**src/rtl/ehm_pkg.sv**
```systemverilog
// ----------------------------------------------------------------------------
// ehm_pkg: shared types and helpers of the elapsed hour meter
// Holds the transfer payload types, the register indexes and the
// seven-segment lookup.
// ----------------------------------------------------------------------------
package ehm_pkg;

	localparam int CfgIndexWidth = 3;
	localparam int CfgDataWidth  = 8;

	localparam logic [CfgIndexWidth-1:0] REG_PRESET_SECONDS  = 3'd0;
	localparam logic [CfgIndexWidth-1:0] REG_PRESET_MINUTES  = 3'd1;
	localparam logic [CfgIndexWidth-1:0] REG_PRESET_QUARTERS = 3'd2;
	localparam logic [CfgIndexWidth-1:0] REG_PRESET_HOURS    = 3'd3;
	localparam logic [CfgIndexWidth-1:0] REG_PRESET_HUNDREDS = 3'd4;
	localparam logic [CfgIndexWidth-1:0] REG_DISPLAY_SECONDS = 3'd5;

	localparam logic [5:0] SecondsMax = 6'd59;
	localparam logic [5:0] MinutesMax = 6'd59;
	localparam logic [6:0] HoursMax   = 7'd99;
	localparam logic [2:0] DisplayTicksReset = 3'd7;

	localparam logic [2:0] QuarterNone  = 3'd0;
	localparam logic [2:0] QuarterOne   = 3'd4;
	localparam logic [2:0] QuarterTwo   = 3'd6;
	localparam logic [2:0] QuarterThree = 3'd7;

	typedef struct packed {
		logic clear_button;
		logic power_fail;
	} in_t;

	typedef struct packed {
		logic [7:0] left_segments;
		logic [7:0] right_segments;
		logic [7:0] pile_segments;
		logic       display_on;
		logic       heartbeat_blink;
		logic       ack_flash;
		logic       save_request;
		logic [5:0] seconds_now;
		logic [5:0] minutes_now;
		logic [2:0] quarter_now;
		logic [6:0] hours_now;
		logic [7:0] hundreds_now;
	} out_t;

	// active-high segment pattern a..g, dp of one decimal digit
	function automatic logic [7:0] seg_pattern(input logic [3:0] digit);
		logic [7:0] pat;
		case (digit)
			4'd0:    pat = 8'b1111_1100;
			4'd1:    pat = 8'b0110_0000;
			4'd2:    pat = 8'b1101_1010;
			4'd3:    pat = 8'b1111_0010;
			4'd4:    pat = 8'b0110_0110;
			4'd5:    pat = 8'b1011_0110;
			4'd6:    pat = 8'b1011_1110;
			4'd7:    pat = 8'b1110_0000;
			4'd8:    pat = 8'b1111_1110;
			4'd9:    pat = 8'b1111_0110;
			default: pat = 8'b0000_0000;
		endcase
		return pat;
	endfunction

	// tens digit of a value below 100: multiply by reciprocal of ten
	function automatic logic [3:0] tens_digit(input logic [6:0] value);
		logic [14:0] prod;
		prod = 15'(value) * 15'd205;
		return prod[14:11];
	endfunction

endpackage

```
**src/rtl/elapsed_hour_meter.sv**
```systemverilog
// ----------------------------------------------------------------------------
// elapsed_hour_meter: elapsed-time hour meter with seven-segment results
// One input transfer per one-second tick advances the cascaded time
// counters and yields one display/status result.
// ----------------------------------------------------------------------------
//
//  channel | signals                          | direction | payload
//  --------+----------------------------------+-----------+----------------
//  input   | in_valid, in_ready, in_data      | in        | ehm_pkg::in_t
//  result  | out_valid, out_ready, out_data   | out       | ehm_pkg::out_t
//  config  | cfg_we, cfg_index, cfg_data      | in        | 8-bit write
//
//  The counter update and the display decode are combinational and sit
//  between the counter registers and the result register.
//  A new tick is taken every cycle while the result register is empty or
//  being drained in the same cycle; a stalled result holds the input off.
//  Reset clears the counters to zero, loads the display countdown with 7,
//  clears the halt flag and empties the result register.
//  After a tick with power_fail the block freezes: later ticks still get a
//  result, showing the frozen counters with no save, ack or heartbeat flags.
//
module elapsed_hour_meter (
	input  logic                                 clk,
	input  logic                                 arst_n,
	input  logic                                 in_valid,
	output logic                                 in_ready,
	input  ehm_pkg::in_t                         in_data,
	output logic                                 out_valid,
	input  logic                                 out_ready,
	output ehm_pkg::out_t                        out_data,
	input  logic                                 cfg_we,
	input  logic [ehm_pkg::CfgIndexWidth-1:0]    cfg_index,
	input  logic [ehm_pkg::CfgDataWidth-1:0]     cfg_data
);
	import ehm_pkg::*;

	// counter state
	logic [5:0] sec_q;
	logic [5:0] min_q;
	logic [2:0] qtr_q;
	logic [6:0] hour_q;
	logic [7:0] hund_q;
	logic [2:0] cdown_q;
	logic       halted_q;

	// result register
	logic       out_valid_q;
	out_t       out_q;

	// next-state values of this tick
	logic [5:0] sec_n;
	logic [5:0] min_n;
	logic [2:0] qtr_n;
	logic [6:0] hour_n;
	logic [7:0] hund_n;
	logic [2:0] cdown_n;
	logic       save;
	logic       clr;
	logic [5:0] snap_sec;
	logic [5:0] snap_min;
	logic [2:0] snap_qtr;
	logic [6:0] snap_hour;
	logic [7:0] snap_hund;
	logic [3:0] tens;
	logic [3:0] units;
	logic [7:0] tens_x10;
	out_t       res;
	logic       accept;

	// advance only when the result register is free or drains this cycle
	assign in_ready  = !out_valid_q || out_ready;
	assign accept    = in_valid && in_ready;
	assign out_valid = out_valid_q;
	assign out_data  = out_q;

	always_comb begin
		clr    = in_data.clear_button && !halted_q;
		save   = in_data.power_fail && !halted_q;
		sec_n  = sec_q;
		min_n  = min_q;
		qtr_n  = qtr_q;
		hour_n = hour_q;
		hund_n = hund_q;
		if (!halted_q) begin
			sec_n = sec_q + 6'd1;
			if (clr) begin
				sec_n  = '0;
				min_n  = '0;
				qtr_n  = QuarterNone;
				hour_n = '0;
				hund_n = '0;
			end
		end
		// snapshot for the save request, before the carry cascade
		snap_sec  = sec_n;
		snap_min  = min_n;
		snap_qtr  = qtr_n;
		snap_hour = hour_n;
		snap_hund = hund_n;
		if (sec_n > SecondsMax) begin
			sec_n = '0;
			min_n = min_n + 6'd1;
			if (min_n >= 6'd45) begin
				qtr_n = QuarterThree;
			end else if (min_n >= 6'd30) begin
				qtr_n = QuarterTwo;
			end else if (min_n >= 6'd15) begin
				qtr_n = QuarterOne;
			end else begin
				qtr_n = QuarterNone;
			end
			// the quarter code stays 7 across the hour rollover
			if (min_n > MinutesMax) begin
				min_n  = '0;
				hour_n = hour_n + 7'd1;
				if (hour_n > HoursMax) begin
					hour_n = '0;
					hund_n = hund_n + 8'd1;
				end
			end
		end

		// hold the countdown while frozen or already at zero
		cdown_n = cdown_q;
		if (!halted_q && cdown_q != 3'd0) begin
			cdown_n = cdown_q - 3'd1;
		end

		tens     = tens_digit(hour_n);
		tens_x10 = {1'b0, tens, 3'b000} + {3'b000, tens, 1'b0};
		units    = 4'(8'(hour_n) - tens_x10);

		res.left_segments   = ~seg_pattern(tens);
		res.right_segments  = ~seg_pattern(units);
		res.pile_segments   = ~{qtr_n, hund_n[3:0], 1'b0};
		res.display_on      = cdown_q != 3'd0;
		res.heartbeat_blink = !halted_q && cdown_q == 3'd0;
		res.ack_flash       = clr || save;
		res.save_request    = save;
		if (save) begin
			res.seconds_now  = snap_sec;
			res.minutes_now  = snap_min;
			res.quarter_now  = snap_qtr;
			res.hours_now    = snap_hour;
			res.hundreds_now = snap_hund;
		end else begin
			res.seconds_now  = sec_n;
			res.minutes_now  = min_n;
			res.quarter_now  = qtr_n;
			res.hours_now    = hour_n;
			res.hundreds_now = hund_n;
		end
	end

	// counters: a register write restores a counter, a tick advances them
	always_ff @(posedge clk or negedge arst_n) begin
		if (!arst_n) begin
			sec_q    <= '0;
			min_q    <= '0;
			qtr_q    <= QuarterNone;
			hour_q   <= '0;
			hund_q   <= '0;
			cdown_q  <= DisplayTicksReset;
			halted_q <= 1'b0;
		end else if (cfg_we) begin
			unique case (cfg_index)
				REG_PRESET_SECONDS: begin
					sec_q <= (cfg_data[5:0] > SecondsMax) ? SecondsMax : cfg_data[5:0];
				end
				REG_PRESET_MINUTES: begin
					min_q <= (cfg_data[5:0] > MinutesMax) ? MinutesMax : cfg_data[5:0];
				end
				REG_PRESET_QUARTERS: qtr_q <= cfg_data[2:0];
				REG_PRESET_HOURS: begin
					hour_q <= (cfg_data[6:0] > HoursMax) ? HoursMax : cfg_data[6:0];
				end
				REG_PRESET_HUNDREDS: hund_q  <= cfg_data;
				REG_DISPLAY_SECONDS: cdown_q <= cfg_data[2:0];
				default: ;
			endcase
		end else if (accept) begin
			sec_q   <= sec_n;
			min_q   <= min_n;
			qtr_q   <= qtr_n;
			hour_q  <= hour_n;
			hund_q  <= hund_n;
			cdown_q <= cdown_n;
			if (save) begin
				halted_q <= 1'b1;
			end
		end
	end

	// result register: fill on an input transfer, drop on an output transfer
	always_ff @(posedge clk or negedge arst_n) begin
		if (!arst_n) begin
			out_valid_q <= 1'b0;
		end else if (accept) begin
			out_valid_q <= 1'b1;
		end else if (out_ready) begin
			out_valid_q <= 1'b0;
		end
	end

	always_ff @(posedge clk) begin
		if (accept) begin
			out_q <= res;
		end
	end

endmodule

```
**config.mk**
```make
export PLATFORM = sky130hd
export DESIGN_NAME = elapsed_hour_meter
export DESIGN_NICKNAME = d
export VERILOG_FILES = /design/src/rtl/ehm_pkg.sv /design/src/rtl/elapsed_hour_meter.sv
export SDC_FILE = /design/constraint.sdc
export NUM_CORES = 1
export LEC_CHECK = 0
export BUFFER_PORTS_ARGS = -buffer_cell sky130_fd_sc_hd__buf_2
export CORE_MARGIN = 1
export CORE_UTILIZATION = 50
export DETAILED_ROUTE_END_ITERATION = 8
export PLACE_DENSITY = 0.7
export SKIP_CTS_REPAIR_TIMING = 1
export SYNTH_ARGS = -nofsm -noshare
export SYNTH_HDL_FRONTEND = slang
export SYNTH_SLANG_ARGS = --single-unit
```
**constraint.sdc**
```tcl
create_clock -name clk -period 15.2 [get_ports clk]
set_input_delay 1.52 -clock clk [delete_from_list [all_inputs] [get_ports clk]]
set_output_delay 1.52 -clock clk [all_outputs]
set_load 0.01 [all_outputs]
```
=== After elaboration in Yosys (flattened, before gate mapping) ===
Memory sizes are Yosys's and may differ from the RTL's.
Cells that the tools add are included.

* Add/sub/neg operators: 7
* Multiply operators: 1
* Div/mod/pow operators: 0
* Magnitude comparators: 8
* Eq/ne operators: 11
* Shifts and indexed selects: 0
* Multiplexer cells: 47
* Bitwise operators: 4
* Reductions and logical operators: 22

{| class="wikitable"
|+ Operators by type and width
! operator !! count
|-
| 6-bit 2-to-1 mux || 14
|-
| 8-bit 2-to-1 mux || 8
|-
| 7-bit 2-to-1 mux || 9
|-
| 3-bit 2-to-1 mux || 13
|-
| 30-bit 2-to-1 mux || 1
|-
| 8-bit inverter || 3
|-
| 6-bit > comparator, second input constant || 3
|-
| 7-bit by 8-bit multiplier with 15-bit output, second input constant || 1
|-
| 7-bit > comparator, second input constant || 2
|-
| 6-bit by 1-bit adder with 6-bit output, second input constant || 2
|-
| 2-bit by 1-bit != test with 1-bit output, second input constant || 6
|-
| 2-bit AND reduction || 5
|-
| 8-bit by 1-bit adder with 8-bit output, second input constant || 1
|-
| 7-bit by 1-bit adder with 7-bit output, second input constant || 1
|-
| 3-bit by 2-bit equality test with 1-bit output, second input constant || 2
|-
| 3-bit equality test, second input constant || 2
|-
| 6-bit by 4-bit greater-or-equal comparator with 1-bit output, second input constant || 1
|-
| 6-bit by 5-bit greater-or-equal comparator with 1-bit output, second input constant || 1
|-
| 6-bit greater-or-equal comparator, second input constant || 1
|-
| 3-bit zero test || 2
|-
| 3-bit AND reduction || 2
|-
| 2-bit nonzero test || 3
|-
| 1-bit logical AND || 5
|-
| 4-bit adder || 1
|-
| other kinds (8) || 11
|}

* Flip-flop bits (word level): 93
* Latch bits: 0
* Bits in writable memories: 0
* Memory bits (read-only): 224
* Output and inout port bits: 60
* Logic and storage cells: 122
* Memories kept: 2

{| class="wikitable"
|+ Memory list
! memory !! words !! width !! rd ports !! clocked after memory_dff !! write ports !! RTL line !! source
|-
| (name not given) || 16 || 7 || 1 || 0 || 0 || ehm_pkg.sv:51 || <nowiki>case (digit)</nowiki>
|-
| (name not given) || 16 || 7 || 1 || 0 || 0 || ehm_pkg.sv:51 ||
|}

=== Logic depth before layout (Yosys ltp) ===
Gate-level depths: netlist (run 1).
An unclocked memory read counts as a cell.

* Depth after elaboration: 14
* Depth in mapped cells: 37
* Mapped depth without buffers: 33

=== Worst setup path before layout (run 1) ===
Ideal clock, no wire load.

* Path kind: input port to flip-flop
* Start point: in in_data[1] (netlist name)
* End point: reg out_q (netlist bit out_data[48]) (data pin)
* Arrival time: 8.880 ns
* Path slack: 6.046 ns
* Stages: 31
* Path through: buf_2 nand2b_1 clkbuf_1 clkbuf_1 nand2_1 inv_1 ha_1 xor2_1 nand4_1 a211o_1 nor2_1 a21boi_0 o21ai_0 inv_1 ha_1 ha_1 or2_2 fa_1 ha_1 ha_1 and4_1 clkbuf_1 a21o_1 a21o_1 a221o_2 nor2_1 ha_1 xor2_1 inv_1 nor2_1 o22ai_1

{| class="wikitable"
|+ RTL lines
! element !! RTL line !! source
|-
| from (decl) || elapsed_hour_meter.sv:27 || <nowiki>input ehm_pkg::in_t in_data,</nowiki>
|-
| to (signal assigned) || elapsed_hour_meter.sv:207 || <nowiki>out_q <= res;</nowiki>
|-
| to (decl) || elapsed_hour_meter.sv:48 || <nowiki>out_t out_q;</nowiki>
|}

==> results of run 1 <==
[synth_stat cells (all sizes together) (3+ instances only)]
cell type	instances	area share (%)
a211o	3	0.42
a211oi	3	0.64
a21boi	5	0.77
a21o	6	0.72
a21oi	36	3.0
a22o	7	0.97
a22oi	7	0.83
a31oi	11	1.1
and2	6	0.60
and3	5	0.50
and4	5	0.70
buf	8	0.73
clkbuf	23	1.4
dfrtp	32	13
dfstp	3	1.3
edfxtp	55	26
fa	8	2.5
ha	50	9.9
inv	51	3.0
mux2	9	1.6
mux2i	10	1.6
nand2	67	4.0
nand2b	12	1.2
nand3	15	1.3
nand4	8	0.79
nor2	64	3.8
nor2b	4	0.40
nor3	18	1.6
nor3b	3	0.44
o211a	4	0.64
o21a	6	0.72
o21ai	43	3.4
o221ai	3	0.42
o22ai	6	0.60
o31ai	4	0.48
or2	5	0.50
or3	3	0.30
xnor2	13	2.5
xor2	8	1.1
[report_power, final]
part | leakage, nW | internal, mW | switching (mW)
clock | 0.135 | 0.127 | 0.0925
sequential | 0.929 | 0.383 | 0.0371
combinational | 2.06 | 0.482 | 0.628
[registers in the layout (all words and copies together) (netlist names)]
name	cells
out_data	55
hund_q	8
hour_q	7
min_q	6
sec_q	6
cdown_q	3
qtr_q	3
halted_q	1
out_valid	1
[final cells by class]
cell class | instances | area (µm²)
clock buffers | 11 | 233
clock inverters | 5 | 53.8
fillers | 1056 | 5080
inverters | 51 | 191
multi-input cells | 489 | 3450
flip-flops and latches | 90 | 2530
well taps | 168 | 210
repair buffers | 79 | 408
[cell families (layout without fill, tap and decap cells)]
| family | after synthesis | count (layout) |
|---|---|---|
| compound gates | 165 | 165 |
| xor+xnor | 21 | 21 |
| fa+ha+maj | 58 | 58 |
| buf+inv | 82 | 146 |
| flops | 90 | 90 |
| mux | 19 | 19 |
| other cells | 1 | 3 |
| simple gates | 223 | 223 |
[how the worst min path moves through the flow]
stage / start / endpoint
after floorplan: qtr_q[1] / qtr_q[1]
after global placement: cdown_q[0] / cdown_q[0]
after detailed placement: cdown_q[0] / cdown_q[0]
after CTS: cdown_q[0] / cdown_q[0]
after global routing: cdown_q[0] / cdown_q[0]
final: cdown_q[0] / cdown_q[0]
[worst reg2reg max path, delay by kind of cell (launching register included)]
family	cells	cell delay [ns]
AOI/OAI and AO/OA	6	1.81
xor gates and xnor gates	2	0.81
adders and majority gates	7	2.51
buffers and inverters	6	0.84
DFF	1	0.65
muxes	1	0.14
and+or+nand+nor	8	2.03
[stage by stage]
stage	hold slack [ns]	area [µm²]	util, %	power, mW
2_1_floorplan	0.450	6310	-	1.30
5_1_grt	0.519	7080	58.2	1.91
3_3_place_gp	0.464	6790	55.8	1.47
4_1_cts	0.486	7080	58.2	1.75
6_report	0.480	7080	58.2	1.75
3_5_place_dp	0.477	6790	55.8	1.52
[per-layer routing]
metal | routed length (µm) | vias up
met2 | 6390 | 218
met3 | 1020 | 29
met1 | 6790 | 2399
li1 | - | 2498
met4 | 337 | 0
met5 | 0 | -
==> impl_metrics.tcl, run 1 <==
set metrics [dict create \
    synthMuxAreaShare_pct 3.20 \
    clkTransAtPathRegs_ns 0.06 \
    drive_gt1_share_pct 17.5 \
    final_cell_mix "buf_2, nand2_1, nor2_1" \
    hold_viol 0 \
    cp-end-kind "flip-flop" \
    gr-usage-met3_pct 3.92 \
    setup_viol 0 \
    io_buffer_count 74 \
    clock_sinks 90 \
    drv_cap 0 \
    drtIter0Drc 563 \
    slowest_delay_ns 0.60 \
    antenna_found_initial 0 \
    syn_avg_cell_area_um2 9.56 \
    grt_max_degree 56 \
    place_ws_ns 5.28 \
    synth_xor_area_share_pct 3.64 \
    finalWirelength_um 14500 \
    start_util_pct 51.8 \
    holdCritPathClass "reg -> reg" \
    period_needed_ns 9.68 \
    holdPathStages 2 \
    drt_pass1_iterations 5 \
    r2r_end "out_data[47]" \
    ys.flop_type "edfxtp_1" \
    max_freq_ghz 0.103 \
    critPathBufInv 7 \
    grt_pass1_vias 4744 \
    layout_commonest_cell "buf_2" \
    crit_required_ns 15.27 \
    gr-max-usage-layer "met2" \
    worstSetupStartpoint "in_data[1]" \
    async_flop_share_pct 38.9 \
    timing.final.ws_setup_ns 5.52 \
    setup.worst_path.start_class "input port" \
    crit_fanout 40 \
    synth_edf_count 55 \
    r2r_slack_ns 6.11 \
    grt_use_met2_pct 35.7 \
    rows 40 \
    critical_path_class "in -> reg" \
    chipWidth_um 114 \
    wl_per_cell_um 16.3 \
    track_usage_pct 23.7 \
    synthAdderAreaFrac_pct 12.5 \
    dp.cells 877 \
    cts_buffer_depth 2 \
    powerDensity_nw_per_um2 247 \
    core_um2 12200 \
    worst_slew_pin_slew_ns 1.14 \
    via_per_inst 5.76 \
    post-route-period-util_pct 63.7 \
    ioPinCount 78 \
    fin_nets 796 \
    cpMaxStageDelayCell "o21ai_0" \
    synth_top_family_by_area "compound AO/OA/AOI/OAI gates" \
    mappedNetlistArea_um2 6300 \
    status "complete, no violations" \
    rsz0062_at_grt "no" \
    final_cells 893 \
    fp.dieH_um 114 \
    synth_compound_area_share_pct 17.9 \
    slew_viol_final 0 \
    arrival_ns 9.75 \
    peakVddDrop_mv 0.136 \
    grtUsageMet1_pct 33.8 \
    netlist_instances 659 \
    cts_buffers 9 \
    hpwl_um 10600 \
    synth_simple_gate_area_share_pct 17.4 \
    critPathCapture "out_data[47]" \
    fin_tns_setup_ns 0 \
    crit_cells 31 \
    ys_warn_count 0 \
    yosysSeqAreaShare_pct 40.2 \
    diodes 0 \
    clock-skew-final_ns 0.00756 \
    yosysUniqueCellTypes 78 \
    ctsHtreeMaxLevel 3 \
    timing.rr.start "halted_q" \
    gr-total-overflow 0 \
    dieArea_um2 13000 \
    gp_congestion 0.922 \
    grt_pass1_wl_um 23800 \
    syn2layout_area_growth_pct 12.4 \
    slew_headroom_pct 23.8 \
    clock_latency_ns 0.35 \
    cts-root-buf "clkbuf_16" \
    cts_tree "built" \
    r2r_cells 30 \
    ant_nets 0 \
    leakagePower_nw 3.13 \
    via_count 5144 \
    drc 0 \
    ys_seq_elements 90 \
    cp_top_family "adder cells" \
]
No activity file was read; power rests on OpenSTA's default activity.
==> run 2, diff against run 1 <==
Clock period 15.2 ns to 9.2 ns, I/O delays scaled along.
==> run 2 against run 1 <==
Die area unchanged. Sequential cell count stayed put. Worst setup slack worse by 4.7 ns. Highest routed layer unchanged. Hold slack better by 0.0036 ns. Critical path depth down 3. Clock power rose by 73%. First-iteration DRC count fell by 17%. Clock skew is 0.0031 ns higher. Cell count is 0.34% higher.
==> impl_metrics.tcl, run 2 (synthesis gave the netlist of run 1 again) <==
set metrics [dict create \
    drive_gt1_share_pct 18.3 \
    wl_per_cell_um 16.8 \
    clock_latency_ns 0.35 \
    holdCritPathClass "reg -> reg" \
    hold_viol 0 \
    core_um2 12200 \
    slowest_delay_ns 0.66 \
    gr-total-overflow 0 \
    syn2layout_area_growth_pct 13.0 \
    grt_pass1_vias 4809 \
    post-route-period-util_pct 91.3 \
    cp_common_cell "ha_1" \
    hpwl_um 11100 \
    crit_required_ns 9.27 \
    powerDensity_nw_per_um2 411 \
    largest_reg_flops 55 \
    arrival_ns 8.47 \
    cp-end-kind "flip-flop" \
    setup.worst_path.start_class "flip-flop" \
    track_usage_pct 24.4 \
    cts_buffers 9 \
    layout_commonest_cell "buf_2" \
    diodes 0 \
    start_util_pct 51.8 \
    ioPinCount 78 \
    fin_tns_setup_ns 0 \
    peakVddDrop_mv 0.289 \
    fin_nets 799 \
    drc 0 \
    slew_headroom_pct 22.8 \
    status "complete, no violations" \
    via_count 5211 \
    clock_sinks 90 \
    drv_cap 0 \
    final_cells 896 \
    dieArea_um2 13000 \
    timing.final.ws_setup_ns 0.802 \
    dp.cells 880 \
    holdWs_ns 0.484 \
    critical_path_class "reg -> reg" \
    worst_slew_pin_slew_ns 1.16 \
    cts_buffer_depth 2 \
    rows 40 \
    setup_viol 0 \
    drt_pass1_iterations 5 \
    via_per_inst 5.82 \
    gp_congestion 0.912 \
    rsz0062_at_grt "no" \
    max_freq_ghz 0.119 \
    antenna_found_initial 0 \
    ctsHtreeMaxLevel 3 \
    io_buffer_count 74 \
    crit_fanout 17 \
    grt_pass1_wl_um 24200 \
    final_cell_mix "buf_2, nand2_1, nor2_1" \
    grt_max_degree 56 \
    chipWidth_um 114 \
    ant_nets 0 \
    finalWirelength_um 15000 \
    clock-skew-final_ns 0.0106 \
    clkTransAtPathRegs_ns 0.07 \
    slew_viol_final 0 \
    cts-root-buf "clkbuf_16" \
    final_core_util_pct 58.5 \
    cpMaxStageDelayCell "dfrtp_1" \
    period_needed_ns 8.40 \
    cts_tree "built" \
    leakagePower_nw 3.15 \
    place_ws_ns 0.574 \
    drtIter0Drc 470 \
    n_fill_cell 1083 \
    fp.dieH_um 114 \
]
## run 2: cell count changes in the layout (fill, tap and decap cells not counted)
cell	delta
buf_4	+3
clkinv_1	-2
clkbuf_1	-1
clkbuf_8	+1
clkinv_2	+1
inv_6	+1
## run 2: layer usage
layer,vias up,GRT usage (%),part of all wire (%)
met4,0,9.52,2.3
li1,2495,-,-
met1,2471,35.0,47
met5,-,0,0
met3,29,4.39,6.8
met2,216,36.6,44
## run 2: power by group
part,switching [mW],internal [mW],total (mW)
clock network,0.160,0.220,0.379
logic,1.03,0.817,1.85
registers,0.0616,0.632,0.694
## run 2: worst paths after layout
check | from | to | slack, ns | cells past startpoint
setup / recovery | halted_q | out_data[48] | 0.80 | 28
hold / removal | cdown_q[0] | cdown_q[0] | 0.48 | 2
setup reg to reg | halted_q | out_data[48] | 0.80 | 28
hold reg to reg | cdown_q[0] | cdown_q[0] | 0.48 | 2
max in group asynchronous | arst_n | hour_q[5] | 7.98 | 1
min in group asynchronous | arst_n | sec_q[1] | 0.68 | 1
## run 2: metrics by stage
stage | power [mW] | instance area [µm²]
6_report | 2.92 | 7120
5_1_grt | 3.20 | 7120
3_5_place_dp | 2.55 | 6810
3_3_place_gp | 2.47 | 6810
4_1_cts | 2.94 | 7120
2_1_floorplan | 2.15 | 6310
## run 2: critical path, delay by kind of cell, from the launching register on
| kind | cells | cell delay [ns] |
|---|---|---|
| buffers and inverters | 3 | 0.32 |
| XOR/XNOR | 2 | 0.58 |
| AO/OA/AOI/OAI | 9 | 2.06 |
| AND/OR/NAND/NOR | 7 | 2.25 |
| flip-flops | 1 | 0.66 |
| adder cells (fa/ha/maj) | 7 | 2.26 |
## run 2: final cells by class
class	count	area, µm²	area share [%]
inverter	51	191	2.69
timing repair buffer	82	430	6.05
tap	168	210	2.95
clock inverter	5	60.1	0.844
clock buffer	11	243	3.41
multi-input combinational	489	3450	48.5
sequential	90	2530	35.6
==> run 3, diff against run 2 <==
Settings changed: ABC_AREA set to 1.
==> run 3 against run 2 <==
Synthesized area fell by 2.4%. Critical path type is now in -> reg. Largest cell class unchanged. Sequential cell count did not move. Highest routed layer unchanged. Fmax rose by 14%. Via count fell by 2.8%.
==> impl_metrics.tcl, run 3 <==
set metrics [dict create \
    status "complete, no violations" \
    via_count 5067 \
    drive_gt1_share_pct 18.6 \
    cp-end-kind "flip-flop" \
    synth.area.top_cells "edfxtp_1, dfrtp_1, nand2_1" \
    layout_commonest_cell "nand2_1" \
    chipWidth_um 113 \
    async_flop_share_pct 38.9 \
    largest_reg_flops 55 \
    clkTransAtPathRegs_ns 0.06 \
    synth_edf_count 55 \
    clock-skew-final_ns 0.00983 \
    holdCritPathClass "reg -> reg" \
    grt_max_degree 57 \
    dieArea_um2 12700 \
    worst_slew_pin_slew_ns 0.847 \
    fin_tns_setup_ns 0 \
    synth_top_area_share_pct 26.9 \
    core_um2 12000 \
    fin_nets 870 \
    place_ws_ns 1.52 \
    hpwl_um 10400 \
    ys_warn_count 0 \
    drtIter0Drc 393 \
    critical_path_class "in -> reg" \
    period_needed_ns 7.36 \
    yosysSeqAreaShare_pct 41.2 \
    netlist_instances 726 \
    antenna_found_initial 0 \
    wl_per_cell_um 14.7 \
    ctsHtreeMaxLevel 3 \
    max_freq_ghz 0.136 \
    drv_cap 0 \
    final_cell_mix "nand2_1, inv_1, buf_2" \
    track_usage_pct 23.3 \
    ys.flop_type "edfxtp_1" \
    crit_required_ns 9.31 \
    rows 40 \
    syn2layout_area_growth_pct 11.8 \
    yosysUniqueCellTypes 50 \
    syn_avg_cell_area_um2 8.47 \
    cts_buffer_depth 2 \
    setup.worst_path.start_class "input port" \
    clock_latency_ns 0.36 \
    cpMaxStageDelayCell "nor2_2" \
    diodes 0 \
    io_buffer_count 74 \
    drt_pass1_iterations 5 \
    slowest_delay_ns 0.44 \
    gr-total-overflow 0 \
    start_util_pct 51.2 \
    post-route-period-util_pct 79.9 \
    arrival_ns 7.46 \
    hold_viol 0 \
    slew_headroom_pct 43.5 \
    ant_nets 0 \
    drc 0 \
    finalWirelength_um 13900 \
    setup_viol 0 \
    slew_viol_final 0 \
    ys_seq_elements 90 \
    rsz0062_at_grt "no" \
    timing.final.ws_setup_ns 1.84 \
    mappedNetlistArea_um2 6150 \
    grt_pass1_wl_um 22900 \
    clock_sinks 90 \
    post-synth-top-count-cell "nand2_1" \
    crit_fanout 10 \
    gp_congestion 0.910 \
    synth_commonest_cells "nand2_1, inv_1, nor2_1" \
    cts-root-buf "clkbuf_16" \
    cts_tree "built" \
    fp.dieH_um 113 \
    synth_largest_area_cell "edfxtp_1" \
    ioPinCount 78 \
    cts_buffers 9 \
    grt_pass1_vias 4739 \
    via_per_inst 5.36 \
    cp_common_cell "inv_1" \
]
## run 3: cell types whose count changed in the layout (fill, tap and decap cells not counted), sizes merged, moves of 14 or more
cell,before,now
nand2,67,193
inv,53,105
nand3,15,47
a21oi,36,10
nor3,18,2
a31oi,11,25
## run 3: logic make-up after synthesis
kind of cell / synth area share (%)
AOI/OAI and AO/OA: 10.6
adders and majority gates: 12.8
xor gates and xnor gates: 1.55
DFF: 41.2
and+or+nand+nor: 25.3
other: 0.0610
muxes: 0.183
buffers and inverters: 8.44
## run 3: final timing paths
| kind | startpoint | depth (start not counted) | slack, ns | to |
|---|---|---|---|---|
| max in group asynchronous | arst_n | 1 | 7.99 | hund_q[6] |
| hold reg to reg | hund_q[7] | 2 | 0.50 | hund_q[7] |
| min in group asynchronous | arst_n | 1 | 0.67 | sec_q[1] |
| setup / recovery | in_data[1] | 36 | 1.84 | out_data[44] |
| setup reg to reg | halted_q | 39 | 1.94 | out_data[44] |
| hold / removal | hund_q[7] | 2 | 0.50 | hund_q[7] |
## run 3: layout make-up
class | instances | area (µm²)
Fill cell | 1089 | 5140
Timing Repair Buffer | 76 | 385
Multi-Input combinational cell | 512 | 3120
Tap cell | 147 | 184
Clock inverter | 2 | 12.5
Inverter | 105 | 399
Sequential cell | 90 | 2530
Clock buffer | 14 | 244
## run 3: metal layers
metal | wire length, µm | GRT usage (%) | up-vias | share of wire (%)
met5 | 0 | 0 | - | 0
met4 | 286 | 8.95 | 0 | 2.1
met3 | 658 | 4.23 | 20 | 4.7
met2 | 6240 | 36.3 | 124 | 45
met1 | 6710 | 32.4 | 2374 | 48
li1 | - | - | 2549 | -
## run 3: through the flow
step	instances	instance area, µm²	utilization [%]	hold slack (ns)
2_1_floorplan	728	6160	-	0.453
3_3_place_gp	930	6620	55.1	0.475
3_5_place_dp	930	6620	55.1	0.491
4_1_cts	946	6870	57.2	0.506
5_1_grt	946	6870	57.2	0.563
6_report	946	6870	57.2	0.505
## run 3: worst max-delay path, delay by kind of cell
kind / cells / cell delay, ns
adder cells (fa/ha/maj): 7 / 2.30
AO/OA/AOI/OAI: 5 / 0.72
AND/OR/NAND/NOR: 15 / 2.50
buffers and inverters: 8 / 0.76
XOR/XNOR: 1 / 0.23
Power of run 3 is left out: the tool's default activity adds up to more than one toggle a clock period on the data nets, which glitch-free logic cannot reach.
